`src/rtl/lqsm_pkg.sv`:
```
// Link quality and stability monitor: shared sizes, codes and scoring functions.
// Depends on nothing; every other file but lqsm_if imports it.
`timescale 1ns / 1ps
package lqsm_pkg;

    localparam int HISTORY_DEPTH = 100;
    localparam int IDX_W   = $clog2(HISTORY_DEPTH);
    localparam int CNT_W   = $clog2(HISTORY_DEPTH + 1);
    localparam int SUM_W   = 9 + CNT_W;
    localparam int SQ_W    = 17 + CNT_W;
    localparam int D_W     = CNT_W + SQ_W;
    localparam int X_W     = D_W + 10;
    localparam int R_W     = (X_W + 1) / 2;
    localparam int MNUM_W  = SUM_W + 6;
    localparam int DIV_NW  = (MNUM_W > R_W) ? MNUM_W : R_W;
    localparam int DIV_DW  = CNT_W + 1;
    localparam int MEAN_W  = 13;
    localparam int CFG_IDX_W = 4;

    localparam logic [CFG_IDX_W-1:0] CFG_MAX_CHANGES = 4'd0;
    localparam logic [CFG_IDX_W-1:0] CFG_STAB_THR    = 4'd1;

    localparam logic [15:0] RST_MAX_CHANGES = 16'd5;
    localparam logic [10:0] RST_STAB_THR    = 11'd1280;
    localparam logic [10:0] STAB_FULL       = 11'd1600;

    typedef struct packed {
        logic signed [8:0] rsrp_dbm;
        logic signed [6:0] rsrq_db;
        logic signed [6:0] sinr_db;
        logic              rsrp_valid;
        logic              rsrq_valid;
        logic              sinr_valid;
        logic              roaming;
        logic              connected;
        logic [15:0]       seconds_since_cell_change;
        logic [15:0]       cell_changes_seen;
    } meas_t;

    function automatic logic [6:0] quality_of(meas_t m);
        logic signed [8:0] q;
        q = 9'sd100;
        if (m.rsrp_valid) begin
            if (m.rsrp_dbm >= -9'sd80) q = q;
            else if (m.rsrp_dbm >= -9'sd90) q = q - 9'sd5;
            else if (m.rsrp_dbm >= -9'sd100) q = q - 9'sd15;
            else if (m.rsrp_dbm >= -9'sd110) q = q - 9'sd30;
            else q = q - 9'sd50;
        end
        if (m.rsrq_valid) begin
            if (m.rsrq_db >= -7'sd10) q = q;
            else if (m.rsrq_db >= -7'sd15) q = q - 9'sd5;
            else if (m.rsrq_db >= -7'sd20) q = q - 9'sd15;
            else q = q - 9'sd25;
        end
        if (m.sinr_valid) begin
            if (m.sinr_db >= 7'sd20) q = q + 9'sd10;
            else if (m.sinr_db >= 7'sd13) q = q + 9'sd5;
            else if (m.sinr_db < 7'sd0) q = q - 9'sd20;
        end
        if (m.roaming) q = q - 9'sd10;
        if (q < 9'sd0) q = 9'sd0;
        if (q > 9'sd100) q = 9'sd100;
        return q[6:0];
    endfunction

    function automatic logic [10:0] stab_score_of(meas_t m, logic [10:0] stab);
        logic signed [12:0] s;
        s = $signed({2'b00, stab});
        if (m.seconds_since_cell_change < 16'd300) s = s - 13'sd320;
        else if (m.seconds_since_cell_change < 16'd600) s = s - 13'sd160;
        if (!m.connected) s = s - 13'sd800;
        if (s < 13'sd0) s = 13'sd0;
        return s[10:0];
    endfunction

    function automatic logic [3:0] risk_of(meas_t m, logic [10:0] stab,
                                           logic [15:0] max_chg, logic [10:0] thr);
        logic [3:0] r;
        r = 4'd0;
        if (m.rsrp_valid) begin
            if (m.rsrp_dbm < -9'sd110) r = r + 4'd4;
            else if (m.rsrp_dbm < -9'sd100) r = r + 4'd2;
        end
        if (m.rsrq_valid) begin
            if (m.rsrq_db < -7'sd20) r = r + 4'd3;
            else if (m.rsrq_db < -7'sd15) r = r + 4'd1;
        end
        if (m.cell_changes_seen > max_chg) r = r + 4'd2;
        if (stab < thr) r = r + 4'd1;
        return r;
    endfunction

endpackage

```
`src/rtl/lqsm_if.sv`:
```
// Channel interfaces: measurement input, result output, configuration writes.
// Depends on nothing.
`timescale 1ns / 1ps
interface lqsm_meas_if;
    logic              valid;
    logic              ready;
    logic signed [8:0] rsrp_dbm;
    logic signed [6:0] rsrq_db;
    logic signed [6:0] sinr_db;
    logic              rsrp_valid;
    logic              rsrq_valid;
    logic              sinr_valid;
    logic              roaming;
    logic              connected;
    logic [15:0]       seconds_since_cell_change;
    logic [15:0]       cell_changes_seen;
    modport source (output valid, rsrp_dbm, rsrq_db, sinr_db, rsrp_valid, rsrq_valid,
                    sinr_valid, roaming, connected, seconds_since_cell_change,
                    cell_changes_seen, input ready);
    modport sink   (input valid, rsrp_dbm, rsrq_db, sinr_db, rsrp_valid, rsrq_valid,
                    sinr_valid, roaming, connected, seconds_since_cell_change,
                    cell_changes_seen, output ready);
endinterface

interface lqsm_res_if;
    logic               valid;
    logic               ready;
    logic [6:0]         quality_score;
    logic [10:0]        stab_score;
    logic [10:0]        variance_stability;
    logic signed [12:0] mean_rsrp;
    logic [3:0]         risk_tenths;
    modport source (output valid, quality_score, stab_score, variance_stability,
                    mean_rsrp, risk_tenths, input ready);
    modport sink   (input valid, quality_score, stab_score, variance_stability,
                    mean_rsrp, risk_tenths, output ready);
endinterface

interface lqsm_cfg_if;
    logic        valid;
    logic        ready;
    logic [3:0]  index;
    logic [15:0] data;
    modport source (output valid, index, data, input ready);
    modport sink   (input valid, index, data, output ready);
endinterface

```
`src/rtl/lqsm_ring.sv`:
```
// RSRP history memory: one write port, one registered read port.
// Depends on lqsm_pkg.
`timescale 1ns / 1ps
module lqsm_ring
    import lqsm_pkg::*;
(
    input  logic             clk,
    input  logic             we,
    input  logic [IDX_W-1:0] waddr,
    input  logic [8:0]       wdata,
    input  logic [IDX_W-1:0] raddr,
    output logic [8:0]       rdata
);
    logic [8:0] mem [HISTORY_DEPTH];

    always_ff @(posedge clk)
    begin
        if (we)
        begin
            mem[waddr] <= wdata;
        end
        rdata <= mem[raddr];
    end
endmodule

```
`src/rtl/lqsm_divu.sv`:
```
// Unsigned restoring divider, one quotient bit per cycle.
// Depends on lqsm_pkg.
`timescale 1ns / 1ps
module lqsm_divu
    import lqsm_pkg::*;
(
    input  logic              clk,
    input  logic              rst_n,
    input  logic              start,
    input  logic [DIV_NW-1:0] num,
    input  logic [DIV_DW-1:0] den,
    output logic              done,
    output logic [DIV_NW-1:0] quot
);
    localparam int C_W = $clog2(DIV_NW + 1);

    logic [DIV_NW-1:0] quot_reg, quot_next;
    logic [DIV_DW-1:0] rem_reg, rem_next, den_reg;
    logic [C_W-1:0]    cnt_reg, cnt_next;
    logic              busy_reg, busy_next, done_reg, done_next;
    logic [DIV_DW:0]   rem_sh;

    always_comb
    begin
        rem_sh    = {rem_reg, quot_reg[DIV_NW-1]};
        quot_next = quot_reg;
        rem_next  = rem_reg;
        cnt_next  = cnt_reg;
        busy_next = busy_reg;
        done_next = 1'b0;
        if (start)
        begin
            quot_next = num;
            rem_next  = '0;
            cnt_next  = '0;
            busy_next = 1'b1;
        end
        else if (busy_reg)
        begin
            if (rem_sh >= {1'b0, den_reg})
            begin
                rem_next  = DIV_DW'(rem_sh - {1'b0, den_reg});
                quot_next = {quot_reg[DIV_NW-2:0], 1'b1};
            end
            else
            begin
                rem_next  = rem_sh[DIV_DW-1:0];
                quot_next = {quot_reg[DIV_NW-2:0], 1'b0};
            end
            cnt_next = C_W'(cnt_reg + 1'b1);
            if (cnt_reg == C_W'(DIV_NW - 1))
            begin
                busy_next = 1'b0;
                done_next = 1'b1;
            end
        end
    end

    always_ff @(posedge clk or negedge rst_n)
    begin
        if (!rst_n)
        begin
            busy_reg <= 1'b0;
            done_reg <= 1'b0;
            cnt_reg  <= '0;
        end
        else
        begin
            busy_reg <= busy_next;
            done_reg <= done_next;
            cnt_reg  <= cnt_next;
        end
    end

    always_ff @(posedge clk)
    begin
        quot_reg <= quot_next;
        rem_reg  <= rem_next;
        if (start)
        begin
            den_reg <= den;
        end
    end

    assign done = done_reg;
    assign quot = quot_reg;
endmodule

```
`src/rtl/lqsm_isqrt.sv`:
```
// Integer square root, digit by digit, one root bit per cycle.
// Depends on lqsm_pkg.
`timescale 1ns / 1ps
module lqsm_isqrt
    import lqsm_pkg::*;
(
    input  logic           clk,
    input  logic           rst_n,
    input  logic           start,
    input  logic [X_W-1:0] x,
    output logic           done,
    output logic [R_W-1:0] root
);
    localparam int C_W  = $clog2(R_W + 1);
    localparam int RM_W = R_W + 2;

    logic [2*R_W-1:0] x_reg, x_next;
    logic [R_W-1:0]   root_reg, root_next;
    logic [RM_W-1:0]  rem_reg, rem_next;
    logic [C_W-1:0]   cnt_reg, cnt_next;
    logic             busy_reg, busy_next, done_reg, done_next;
    logic [RM_W+1:0]  rem_sh, trial;

    always_comb
    begin
        rem_sh    = {rem_reg, x_reg[2*R_W-1 -: 2]};
        trial     = {2'b00, root_reg, 2'b01};
        x_next    = x_reg;
        root_next = root_reg;
        rem_next  = rem_reg;
        cnt_next  = cnt_reg;
        busy_next = busy_reg;
        done_next = 1'b0;
        if (start)
        begin
            x_next    = (2*R_W)'(x);
            root_next = '0;
            rem_next  = '0;
            cnt_next  = '0;
            busy_next = 1'b1;
        end
        else if (busy_reg)
        begin
            x_next = {x_reg[2*R_W-3:0], 2'b00};
            if (rem_sh >= trial)
            begin
                rem_next  = RM_W'(rem_sh - trial);
                root_next = {root_reg[R_W-2:0], 1'b1};
            end
            else
            begin
                rem_next  = RM_W'(rem_sh);
                root_next = {root_reg[R_W-2:0], 1'b0};
            end
            cnt_next = C_W'(cnt_reg + 1'b1);
            if (cnt_reg == C_W'(R_W - 1))
            begin
                busy_next = 1'b0;
                done_next = 1'b1;
            end
        end
    end

    always_ff @(posedge clk or negedge rst_n)
    begin
        if (!rst_n)
        begin
            busy_reg <= 1'b0;
            done_reg <= 1'b0;
            cnt_reg  <= '0;
        end
        else
        begin
            busy_reg <= busy_next;
            done_reg <= done_next;
            cnt_reg  <= cnt_next;
        end
    end

    always_ff @(posedge clk)
    begin
        x_reg    <= x_next;
        root_reg <= root_next;
        rem_reg  <= rem_next;
    end

    assign done = done_reg;
    assign root = root_reg;
endmodule

```
`src/rtl/link_quality_stability_monitor.sv`:
```
// Link quality and stability monitor, top level: control sequencer and scoring.
// Depends on lqsm_pkg, lqsm_if, lqsm_ring, lqsm_divu, lqsm_isqrt.
//
// Usage:
//   meas: one radio measurement per transaction (valid/ready).
//   res : one result per measurement, held in an output register until taken.
//   cfg : register writes, index 0 = cell change limit, 1 = variance stability
//         threshold; always ready, write only while the block is idle.
// A measurement with all three valid flags set is stored in the RSRP history
// ring; with two or more entries held, the ring is walked once through its
// single read port, then mean and deviation go through one shared restoring
// divider (used twice) and a bit-serial square root; the result register
// loads once the second division is done. With no history update the
// sequencer goes from acceptance straight to its done state and loads there.
// meas.ready is high only while the sequencer is idle; one item at a time,
// the next one is taken the cycle after the result register loads.
// If res is stalled the finished result waits in the sequencer and the
// output register; nothing is dropped.
// Reset clears the fill count, write slot, stability and mean to zero and
// loads the register defaults; the ring itself is not cleared.
`timescale 1ns / 1ps
module link_quality_stability_monitor
    import lqsm_pkg::*;
(
    input  logic clk,
    input  logic rst_n,
    lqsm_meas_if.sink   meas,
    lqsm_res_if.source  res,
    lqsm_cfg_if.sink    cfg
);
    localparam logic [3:0] S_IDLE  = 4'd0;
    localparam logic [3:0] S_SWEEP = 4'd1;
    localparam logic [3:0] S_DRAIN = 4'd2;
    localparam logic [3:0] S_MUL   = 4'd3;
    localparam logic [3:0] S_DIFF  = 4'd4;
    localparam logic [3:0] S_DIVM  = 4'd5;
    localparam logic [3:0] S_SQRT  = 4'd6;
    localparam logic [3:0] S_DIVT  = 4'd7;
    localparam logic [3:0] S_DONE  = 4'd8;

    logic [3:0]  state_reg, state_next;
    meas_t       item_reg;
    logic [15:0] max_chg_reg;
    logic [10:0] thr_reg;
    logic [IDX_W-1:0] slot_reg, rd_idx_reg;
    logic [CNT_W-1:0] held_reg;
    logic        rd_pend_reg;
    logic [10:0] stab_reg;
    logic signed [MEAN_W-1:0] mean_reg;

    logic signed [SUM_W-1:0] sum_reg;
    logic [SQ_W-1:0]         sumsq_reg;
    logic [D_W-1:0]          p1_reg;
    logic [2*SUM_W-1:0]      p2_reg;
    logic [D_W-1:0]          d_reg;
    logic                    neg_reg;

    logic        accept, all_valid, ring_we;
    logic [8:0]  rdata;
    logic        out_valid_reg;
    logic        out_free;

    logic              div_start, div_done, sq_start, sq_done;
    logic [DIV_NW-1:0] div_num, div_quot;
    logic [DIV_DW-1:0] div_den;
    logic [R_W-1:0]    sq_root;
    logic [R_W-1:0]    root_reg;
    logic              root_seen;

    logic signed [MNUM_W:0] mnum, mmag;
    logic [2*SUM_W-1:0]     diff;
    logic signed [8:0]      rv;
    logic signed [17:0]     rsq;

    assign all_valid = meas.rsrp_valid & meas.rsrq_valid & meas.sinr_valid;
    assign accept    = meas.valid & meas.ready;
    assign meas.ready = (state_reg == S_IDLE);
    assign ring_we   = accept & all_valid;
    assign cfg.ready = 1'b1;
    assign out_free  = !out_valid_reg || res.ready;

    lqsm_ring u_ring (
        .clk   (clk),
        .we    (ring_we),
        .waddr (slot_reg),
        .wdata (meas.rsrp_dbm),
        .raddr (rd_idx_reg),
        .rdata (rdata)
    );

    // Mean numerator 32*S + n; floor division via magnitude and bias.
    assign mnum = ($signed({{(MNUM_W-SUM_W-4){sum_reg[SUM_W-1]}}, sum_reg, 5'b0}))
                  + $signed({1'b0, (MNUM_W)'(held_reg)});
    assign mmag = mnum[MNUM_W] ? ((-mnum) + $signed((MNUM_W+1)'({held_reg, 1'b0}))
                                  - (MNUM_W+1)'(1)) : mnum;
    assign diff = (2*SUM_W)'(p1_reg) - p2_reg;
    assign rv   = $signed(rdata);
    assign rsq  = rv * rv;

    assign div_start = (state_reg == S_DIFF) || (state_reg == S_SQRT && sq_done);
    assign div_num   = (state_reg == S_DIFF) ? DIV_NW'(mmag[MNUM_W-1:0])
                                             : DIV_NW'(sq_root);
    assign div_den   = (state_reg == S_DIFF) ? {held_reg, 1'b0} : DIV_DW'(held_reg);
    assign sq_start  = (state_reg == S_DIVM) && div_done;

    lqsm_divu u_div (
        .clk   (clk),
        .rst_n (rst_n),
        .start (div_start),
        .num   (div_num),
        .den   (div_den),
        .done  (div_done),
        .quot  (div_quot)
    );

    lqsm_isqrt u_sqrt (
        .clk   (clk),
        .rst_n (rst_n),
        .start (sq_start),
        .x     ({d_reg, 10'b0}),
        .done  (sq_done),
        .root  (sq_root)
    );

    always_comb
    begin
        state_next = state_reg;
        unique case (state_reg)
            S_IDLE:
            begin
                if (accept)
                begin
                    if (all_valid && held_reg != '0) state_next = S_SWEEP;
                    else state_next = S_DONE;
                end
            end
            S_SWEEP:
            begin
                if (CNT_W'(rd_idx_reg) == CNT_W'(held_reg - 1'b1)) state_next = S_DRAIN;
            end
            S_DRAIN: state_next = S_MUL;
            S_MUL:   state_next = S_DIFF;
            S_DIFF:  state_next = S_DIVM;
            S_DIVM:  if (div_done) state_next = S_SQRT;
            S_SQRT:  if (sq_done) state_next = S_DIVT;
            S_DIVT:  if (div_done) state_next = S_DONE;
            S_DONE:  if (out_free) state_next = S_IDLE;
            default: state_next = S_IDLE;
        endcase
    end

    always_ff @(posedge clk or negedge rst_n)
    begin
        if (!rst_n)
        begin
            state_reg     <= S_IDLE;
            slot_reg      <= '0;
            held_reg      <= '0;
            stab_reg      <= '0;
            mean_reg      <= '0;
            max_chg_reg   <= RST_MAX_CHANGES;
            thr_reg       <= RST_STAB_THR;
            rd_idx_reg    <= '0;
            rd_pend_reg   <= 1'b0;
            out_valid_reg <= 1'b0;
        end
        else
        begin
            state_reg <= state_next;
            if (cfg.valid)
            begin
                if (cfg.index == CFG_MAX_CHANGES) max_chg_reg <= cfg.data;
                else if (cfg.index == CFG_STAB_THR) thr_reg <= cfg.data[10:0];
            end
            if (ring_we)
            begin
                slot_reg <= (slot_reg == IDX_W'(HISTORY_DEPTH - 1)) ? '0
                            : IDX_W'(slot_reg + 1'b1);
                if (held_reg != CNT_W'(HISTORY_DEPTH))
                begin
                    held_reg <= CNT_W'(held_reg + 1'b1);
                end
            end
            rd_pend_reg <= (state_reg == S_SWEEP);
            if (state_reg == S_SWEEP) rd_idx_reg <= IDX_W'(rd_idx_reg + 1'b1);
            else rd_idx_reg <= '0;
            if (state_reg == S_DIVM && div_done)
            begin
                mean_reg <= neg_reg ? MEAN_W'(-div_quot) : MEAN_W'(div_quot);
            end
            if (state_reg == S_DIVT && div_done)
            begin
                stab_reg <= (div_quot >= DIV_NW'(STAB_FULL)) ? '0
                            : 11'(STAB_FULL - 11'(div_quot));
            end
            if (state_reg == S_DONE && out_free) out_valid_reg <= 1'b1;
            else if (res.ready) out_valid_reg <= 1'b0;
        end
    end

    always_ff @(posedge clk)
    begin
        if (accept)
        begin
            item_reg.rsrp_dbm   <= meas.rsrp_dbm;
            item_reg.rsrq_db    <= meas.rsrq_db;
            item_reg.sinr_db    <= meas.sinr_db;
            item_reg.rsrp_valid <= meas.rsrp_valid;
            item_reg.rsrq_valid <= meas.rsrq_valid;
            item_reg.sinr_valid <= meas.sinr_valid;
            item_reg.roaming    <= meas.roaming;
            item_reg.connected  <= meas.connected;
            item_reg.seconds_since_cell_change <= meas.seconds_since_cell_change;
            item_reg.cell_changes_seen <= meas.cell_changes_seen;
        end
        if (state_reg == S_IDLE)
        begin
            sum_reg   <= '0;
            sumsq_reg <= '0;
        end
        else if (rd_pend_reg)
        begin
            sum_reg   <= SUM_W'(sum_reg + SUM_W'(rv));
            sumsq_reg <= SQ_W'(sumsq_reg + SQ_W'(rsq[16:0]));
        end
        if (state_reg == S_MUL)
        begin
            p1_reg <= D_W'(held_reg) * D_W'(sumsq_reg);
            p2_reg <= $unsigned((2*SUM_W)'(sum_reg) * (2*SUM_W)'(sum_reg));
        end
        if (state_reg == S_DIFF)
        begin
            d_reg   <= diff[D_W-1:0];
            neg_reg <= mnum[MNUM_W];
        end
        if (state_reg == S_SQRT && sq_done) root_reg <= sq_root;
        if (state_reg == S_DONE && out_free)
        begin
            res.quality_score      <= quality_of(item_reg);
            res.stab_score         <= stab_score_of(item_reg, stab_reg);
            res.variance_stability <= stab_reg;
            res.mean_rsrp          <= mean_reg;
            res.risk_tenths        <= risk_of(item_reg, stab_reg, max_chg_reg, thr_reg);
        end
    end

    assign res.valid = out_valid_reg;

    // The sqrt result feeds the second division directly; keep a copy for debug.
    assign root_seen = |root_reg;

    a_held_bound: assert property (@(posedge clk) disable iff (!rst_n)
        held_reg <= CNT_W'(HISTORY_DEPTH))
        else $error("history fill count beyond depth");

    a_slot_bound: assert property (@(posedge clk) disable iff (!rst_n)
        slot_reg < IDX_W'(HISTORY_DEPTH))
        else $error("write slot beyond depth");

    a_sweep_range: assert property (@(posedge clk) disable iff (!rst_n)
        state_reg == S_SWEEP |-> CNT_W'(rd_idx_reg) < held_reg)
        else $error("ring walk reads past held entries");

    a_no_ring_write_busy: assert property (@(posedge clk) disable iff (!rst_n)
        ring_we |-> state_reg == S_IDLE)
        else $error("ring written while a recompute is running");

    a_sqrt_root_latched: assert property (@(posedge clk) disable iff (!rst_n)
        (state_reg == S_SQRT && sq_done) |=> (state_reg == S_DIVT) && (root_seen == |sq_root))
        else $error("square root not handed to divider");
endmodule

```
`src/flat_wrapper.sv`:
```
// flat-port wrapper written by rule: the top's interface ports become plain ports
module link_quality_stability_monitor_flat import lqsm_pkg::*;
  (clk, rst_n, meas_valid, meas_rsrp_dbm, meas_rsrq_db, meas_sinr_db, meas_rsrp_valid, meas_rsrq_valid, meas_sinr_valid, meas_roaming, meas_connected, meas_seconds_since_cell_change, meas_cell_changes_seen, meas_ready, res_valid, res_quality_score, res_stab_score, res_variance_stability, res_mean_rsrp, res_risk_tenths, res_ready, cfg_valid, cfg_index, cfg_data, cfg_ready);
  lqsm_meas_if meas_i ();
  lqsm_res_if res_i ();
  lqsm_cfg_if cfg_i ();
  input  logic clk;
  input  logic rst_n;
  input wire logic [$bits(meas_i.valid)-1:0] meas_valid;
  input wire logic [$bits(meas_i.rsrp_dbm)-1:0] meas_rsrp_dbm;
  input wire logic [$bits(meas_i.rsrq_db)-1:0] meas_rsrq_db;
  input wire logic [$bits(meas_i.sinr_db)-1:0] meas_sinr_db;
  input wire logic [$bits(meas_i.rsrp_valid)-1:0] meas_rsrp_valid;
  input wire logic [$bits(meas_i.rsrq_valid)-1:0] meas_rsrq_valid;
  input wire logic [$bits(meas_i.sinr_valid)-1:0] meas_sinr_valid;
  input wire logic [$bits(meas_i.roaming)-1:0] meas_roaming;
  input wire logic [$bits(meas_i.connected)-1:0] meas_connected;
  input wire logic [$bits(meas_i.seconds_since_cell_change)-1:0] meas_seconds_since_cell_change;
  input wire logic [$bits(meas_i.cell_changes_seen)-1:0] meas_cell_changes_seen;
  output wire logic [$bits(meas_i.ready)-1:0] meas_ready;
  output wire logic [$bits(res_i.valid)-1:0] res_valid;
  output wire logic [$bits(res_i.quality_score)-1:0] res_quality_score;
  output wire logic [$bits(res_i.stab_score)-1:0] res_stab_score;
  output wire logic [$bits(res_i.variance_stability)-1:0] res_variance_stability;
  output wire logic [$bits(res_i.mean_rsrp)-1:0] res_mean_rsrp;
  output wire logic [$bits(res_i.risk_tenths)-1:0] res_risk_tenths;
  input wire logic [$bits(res_i.ready)-1:0] res_ready;
  input wire logic [$bits(cfg_i.valid)-1:0] cfg_valid;
  input wire logic [$bits(cfg_i.index)-1:0] cfg_index;
  input wire logic [$bits(cfg_i.data)-1:0] cfg_data;
  output wire logic [$bits(cfg_i.ready)-1:0] cfg_ready;
  assign meas_i.valid = meas_valid;
  assign meas_i.rsrp_dbm = meas_rsrp_dbm;
  assign meas_i.rsrq_db = meas_rsrq_db;
  assign meas_i.sinr_db = meas_sinr_db;
  assign meas_i.rsrp_valid = meas_rsrp_valid;
  assign meas_i.rsrq_valid = meas_rsrq_valid;
  assign meas_i.sinr_valid = meas_sinr_valid;
  assign meas_i.roaming = meas_roaming;
  assign meas_i.connected = meas_connected;
  assign meas_i.seconds_since_cell_change = meas_seconds_since_cell_change;
  assign meas_i.cell_changes_seen = meas_cell_changes_seen;
  assign meas_ready = meas_i.ready;
  assign res_valid = res_i.valid;
  assign res_quality_score = res_i.quality_score;
  assign res_stab_score = res_i.stab_score;
  assign res_variance_stability = res_i.variance_stability;
  assign res_mean_rsrp = res_i.mean_rsrp;
  assign res_risk_tenths = res_i.risk_tenths;
  assign res_i.ready = res_ready;
  assign cfg_i.valid = cfg_valid;
  assign cfg_i.index = cfg_index;
  assign cfg_i.data = cfg_data;
  assign cfg_ready = cfg_i.ready;
  link_quality_stability_monitor u_core (.clk(clk), .rst_n(rst_n), .meas(meas_i), .res(res_i), .cfg(cfg_i));
endmodule
```
`config.mk`:
```
export PLATFORM = sky130hd
export DESIGN_NAME = link_quality_stability_monitor_flat
export DESIGN_NICKNAME = d
export VERILOG_FILES = /design/src/rtl/lqsm_pkg.sv /design/src/rtl/lqsm_if.sv /design/src/rtl/lqsm_ring.sv /design/src/rtl/lqsm_divu.sv /design/src/rtl/lqsm_isqrt.sv /design/src/rtl/link_quality_stability_monitor.sv /design/src/flat_wrapper.sv
export SDC_FILE = /design/constraint.sdc
export NUM_CORES = 2
export LEC_CHECK = 0
export BUFFER_PORTS_ARGS = -buffer_cell sky130_fd_sc_hd__buf_2
export CAP_MARGIN = 20
export CORE_MARGIN = 10
export CORE_UTILIZATION = 58
export DETAILED_ROUTE_END_ITERATION = 7
export PLACE_DENSITY = 0.77
export REMOVE_ABC_BUFFERS = 1
export SLEW_MARGIN = 5
export SYNTH_ARGS = -nofsm -noshare
export SYNTH_HDL_FRONTEND = slang
export SYNTH_HIERARCHICAL = 1
export SYNTH_SLANG_ARGS = --single-unit
```
`constraint.sdc`:
```
create_clock -name clk -period 6.8 [get_ports clk]
set_input_delay 1.36 -clock clk [delete_from_list [all_inputs] [get_ports clk]]
set_output_delay 1.36 -clock clk [all_outputs]
set_load 0.02 [all_outputs]
```
==> run summary <==
Outcome -> finished, final reports clean
Fin util -> 64.4%
Setup Skew -> 0.0241 ns
Drt total wl -> 176 mm
CP endpoint kind -> flip-flop
Final Setup Violations -> 0
CTS Sinks -> 1361
Initial antenna violation count -> 2
IO Count -> 134
Post-synth EDFFs -> 1167
Final hold viol count -> 0
Initial detailed-routing violation count -> 4088
CP peak stage delay -> 0.58 ns
Count of cell types in the netlist -> 110
Setup TNS -> 0 ns
Syn-to-layout area delta -> 9.85%
Via density -> 6.03
HPWL after detailed placement -> 117 mm
Port bufs -> 130
CTS tree -> built
Tot Pwr -> 32.4 mW
Post-synth top flop -> edfxtp_1
GRT Overall Usage -> 24.2%
Period utilisation layout -> 96.3%
Peak Freq -> 0.153 GHz
PwrDens -> 387 nW/µm²
Yosys reg bits -> 1361
Global-route wire length before repair -> 277 mm
Peak supply drop -> 787 µV
Max reg flops -> 900
Core area -> 130000 µm²
CP max-delay cell -> fa_1
Gr ovfl total -> 0
CP arrival -> 7.21 ns
Fin crit period -> 6.55 ns
Vias in the first global route -> 47698
Maxcap violations -> 0
# rows -> 132
Share of cells above drive strength 1 -> 14.8%
Filler cells -> 9342
Synthesized area per cell -> 13.3 µm²
Leakage -> 32.4 nW
Post-DRT Antenna Nets -> 0
Register area share after synthesis -> 51.6%
Ys async rst share -> 6.76%
Clock Tree Root -> clkbuf_16
DP Worst Slack -> 0.0787 ns
CTS max path bufs -> 3
Slew Viols, Final -> 0
Worst hold path class -> flip-flop to flip-flop
Synth warn -> 6
Die W -> 383 µm
Least-Margin Pin Slew -> 1.19 ns
Drt pass-1 iters -> 5
RD Place Congestion -> 0.909
Vias after detailed routing -> 46764
Startpoint Class -> flip-flop
Slew headroom -> 20.3%
Wire per inst -> 22.8 µm
CP Max Fanout -> 5
Die H -> 383 µm
# DRC -> 0
Initial core utilization -> 58.6%
Die area -> 146000 µm²
NumNets Final -> 6717
Synthesized instance count -> 5738
H-tree depth -> 4
WP data required -> 7.46 ns
Crit path kind -> flip-flop to flip-flop
Cell repeated most along the worst path -> inv_1
RSZ-0062 raised after global routing -> no
Largest net degree at the start of global routing -> 106
Clock transition at the registers of the reported paths -> 0.06 ns
Hold Buf Count CTS -> 0
Setup WS post-layout -> 0.250 ns
Worst-skew pair later-pin latency -> 0.77 ns
Mapped Area -> 76300 µm²
Total CTS buffers -> 140
-- through the flow --
| step | cells | area (µm²) | hold slack [ns] |
|---|---|---|---|
| finish | 7749 | 83800 | 0.446 |
| global route | 7748 | 83800 | 0.460 |
| CTS | 7739 | 83600 | 0.448 |
| detailed placement | 7488 | 79000 | 0.434 |
| global placement | 7488 | 79000 | 0.429 |
| floorplan | 5512 | 75300 | 0.421 |
-- power by group --
part	switching, mW	internal, mW	leakage, nW	total, mW
clock	3.29	4.39	2.23	7.68
combinational	8.37	6.09	17.7	14.5
sequential	0.533	9.77	12.5	10.3
total	12.2	20.3	32.4	32.4
-- kinds of logic (layout without fill, tap and decap cells) --
kind of cell / after synthesis / after routing / share of synthesized area (%)
buffers and inverters: 864 / 1122 / 4.46
adders and majority gates: 735 / 735 / 16.0
AOI/OAI and AO/OA: 729 / 729 / 6.46
DFF: 1361 / 1361 / 51.6
muxes: 427 / 427 / 10.0
xor gates and xnor gates: 256 / 256 / 2.94
other: 2 / 13 / 0.00985
and+or+nand+nor: 1364 / 1364 / 8.41
-- area by class of cell --
class                      count  area [µm²]  area share [%]
multi-input combinational   3523       33600            40.1
timing repair buffer         243        1640            1.95
clock inverter                78         850            1.01
inverter                     628        2360            2.81
sequential                  1361       39400            47.1
tap                         1742        2180            2.60
antenna                        1        2.50         0.00299
clock buffer                 173        3720            4.44
-- synthesized netlist by cell type, drive strengths merged (25+ instances only) --
cell type | number | share of area (%)
a211oi | 31 | 0.35
a21o | 65 | 0.64
a21oi | 178 | 1.2
a311oi | 25 | 0.29
a31oi | 37 | 0.30
and2 | 128 | 1.1
buf | 81 | 0.60
clkbuf | 155 | 0.76
dfrtp | 88 | 2.9
dfxtp | 102 | 2.7
edfxtp | 1167 | 46
fa | 403 | 11
ha | 332 | 5.4
inv | 622 | 3.1
mux2 | 83 | 1.2
mux2i | 83 | 1.1
mux4 | 261 | 7.7
nand2 | 412 | 2.0
nand2b | 48 | 0.39
nand3 | 89 | 0.59
nand4 | 33 | 0.27
nor2 | 409 | 2.0
nor2b | 48 | 0.39
nor3 | 68 | 0.47
o21ai | 157 | 1.1
xnor2 | 178 | 2.0
xor2 | 78 | 0.90
-- layer usage --
layer,vias to the layer above,track usage (%),share of wire (%),wire length (µm)
met3,410,4.14,7.3,12900
met2,1981,41.1,50,88500
met4,0,10.3,4.6,8140
met5,-,0,0,0
li1,20837,-,-,-
met1,23536,30.6,38,67000
-- placed cells by master (no fill, tap or decap), drive strengths merged, types with 128 or more instances in the layout --
cell type	count
edfxtp	1167
inv	635
nand2	412
nor2	409
fa	403
ha	332
mux4	261
buf	243
xnor2	178
a21oi	178
clkbuf	173
o21ai	157
and2	128
-- final timing paths --
check                                                from  cells past startpoint                                end  slack, ns
max in group asynchronous                           rst_n                      2     u_core/rd_idx_reg[2]$_DFF_PN0_       4.87
min reg2reg                u_core/mean_reg[3]$_DFFE_PN0P_                      0  u_core/res.mean_rsrp[3]$_DFFE_PP_       0.45
min in group asynchronous                           rst_n                      1     u_core/stab_reg[5]$_DFFE_PN0P_       0.55
min                        u_core/mean_reg[3]$_DFFE_PN0P_                      0  u_core/res.mean_rsrp[3]$_DFFE_PP_       0.45
max reg2reg                u_core/u_ring/rdata[1]$_DFF_P_                     30  u_core/sumsq_reg[22]$_SDFFE_PP0P_       0.25
max                        u_core/u_ring/rdata[1]$_DFF_P_                     30  u_core/sumsq_reg[22]$_SDFFE_PP0P_       0.25
-- critical path, delay by kind of cell, from the launching register on --
family	cells	cell delay (ns)
fa+ha+maj	8	3.03
compound gates	9	1.60
buf+inv	8	0.71
simple gates	4	0.55
flops	1	0.32
xor+xnor	1	0.21
-- what timing repair did --
item                                    4_1_cts  5_1_grt
buffers inserted                              0        1
resized for setup                             0       29
endpoints found under the setup margin        0       14
No activity file was read; power rests on OpenSTA's default activity.
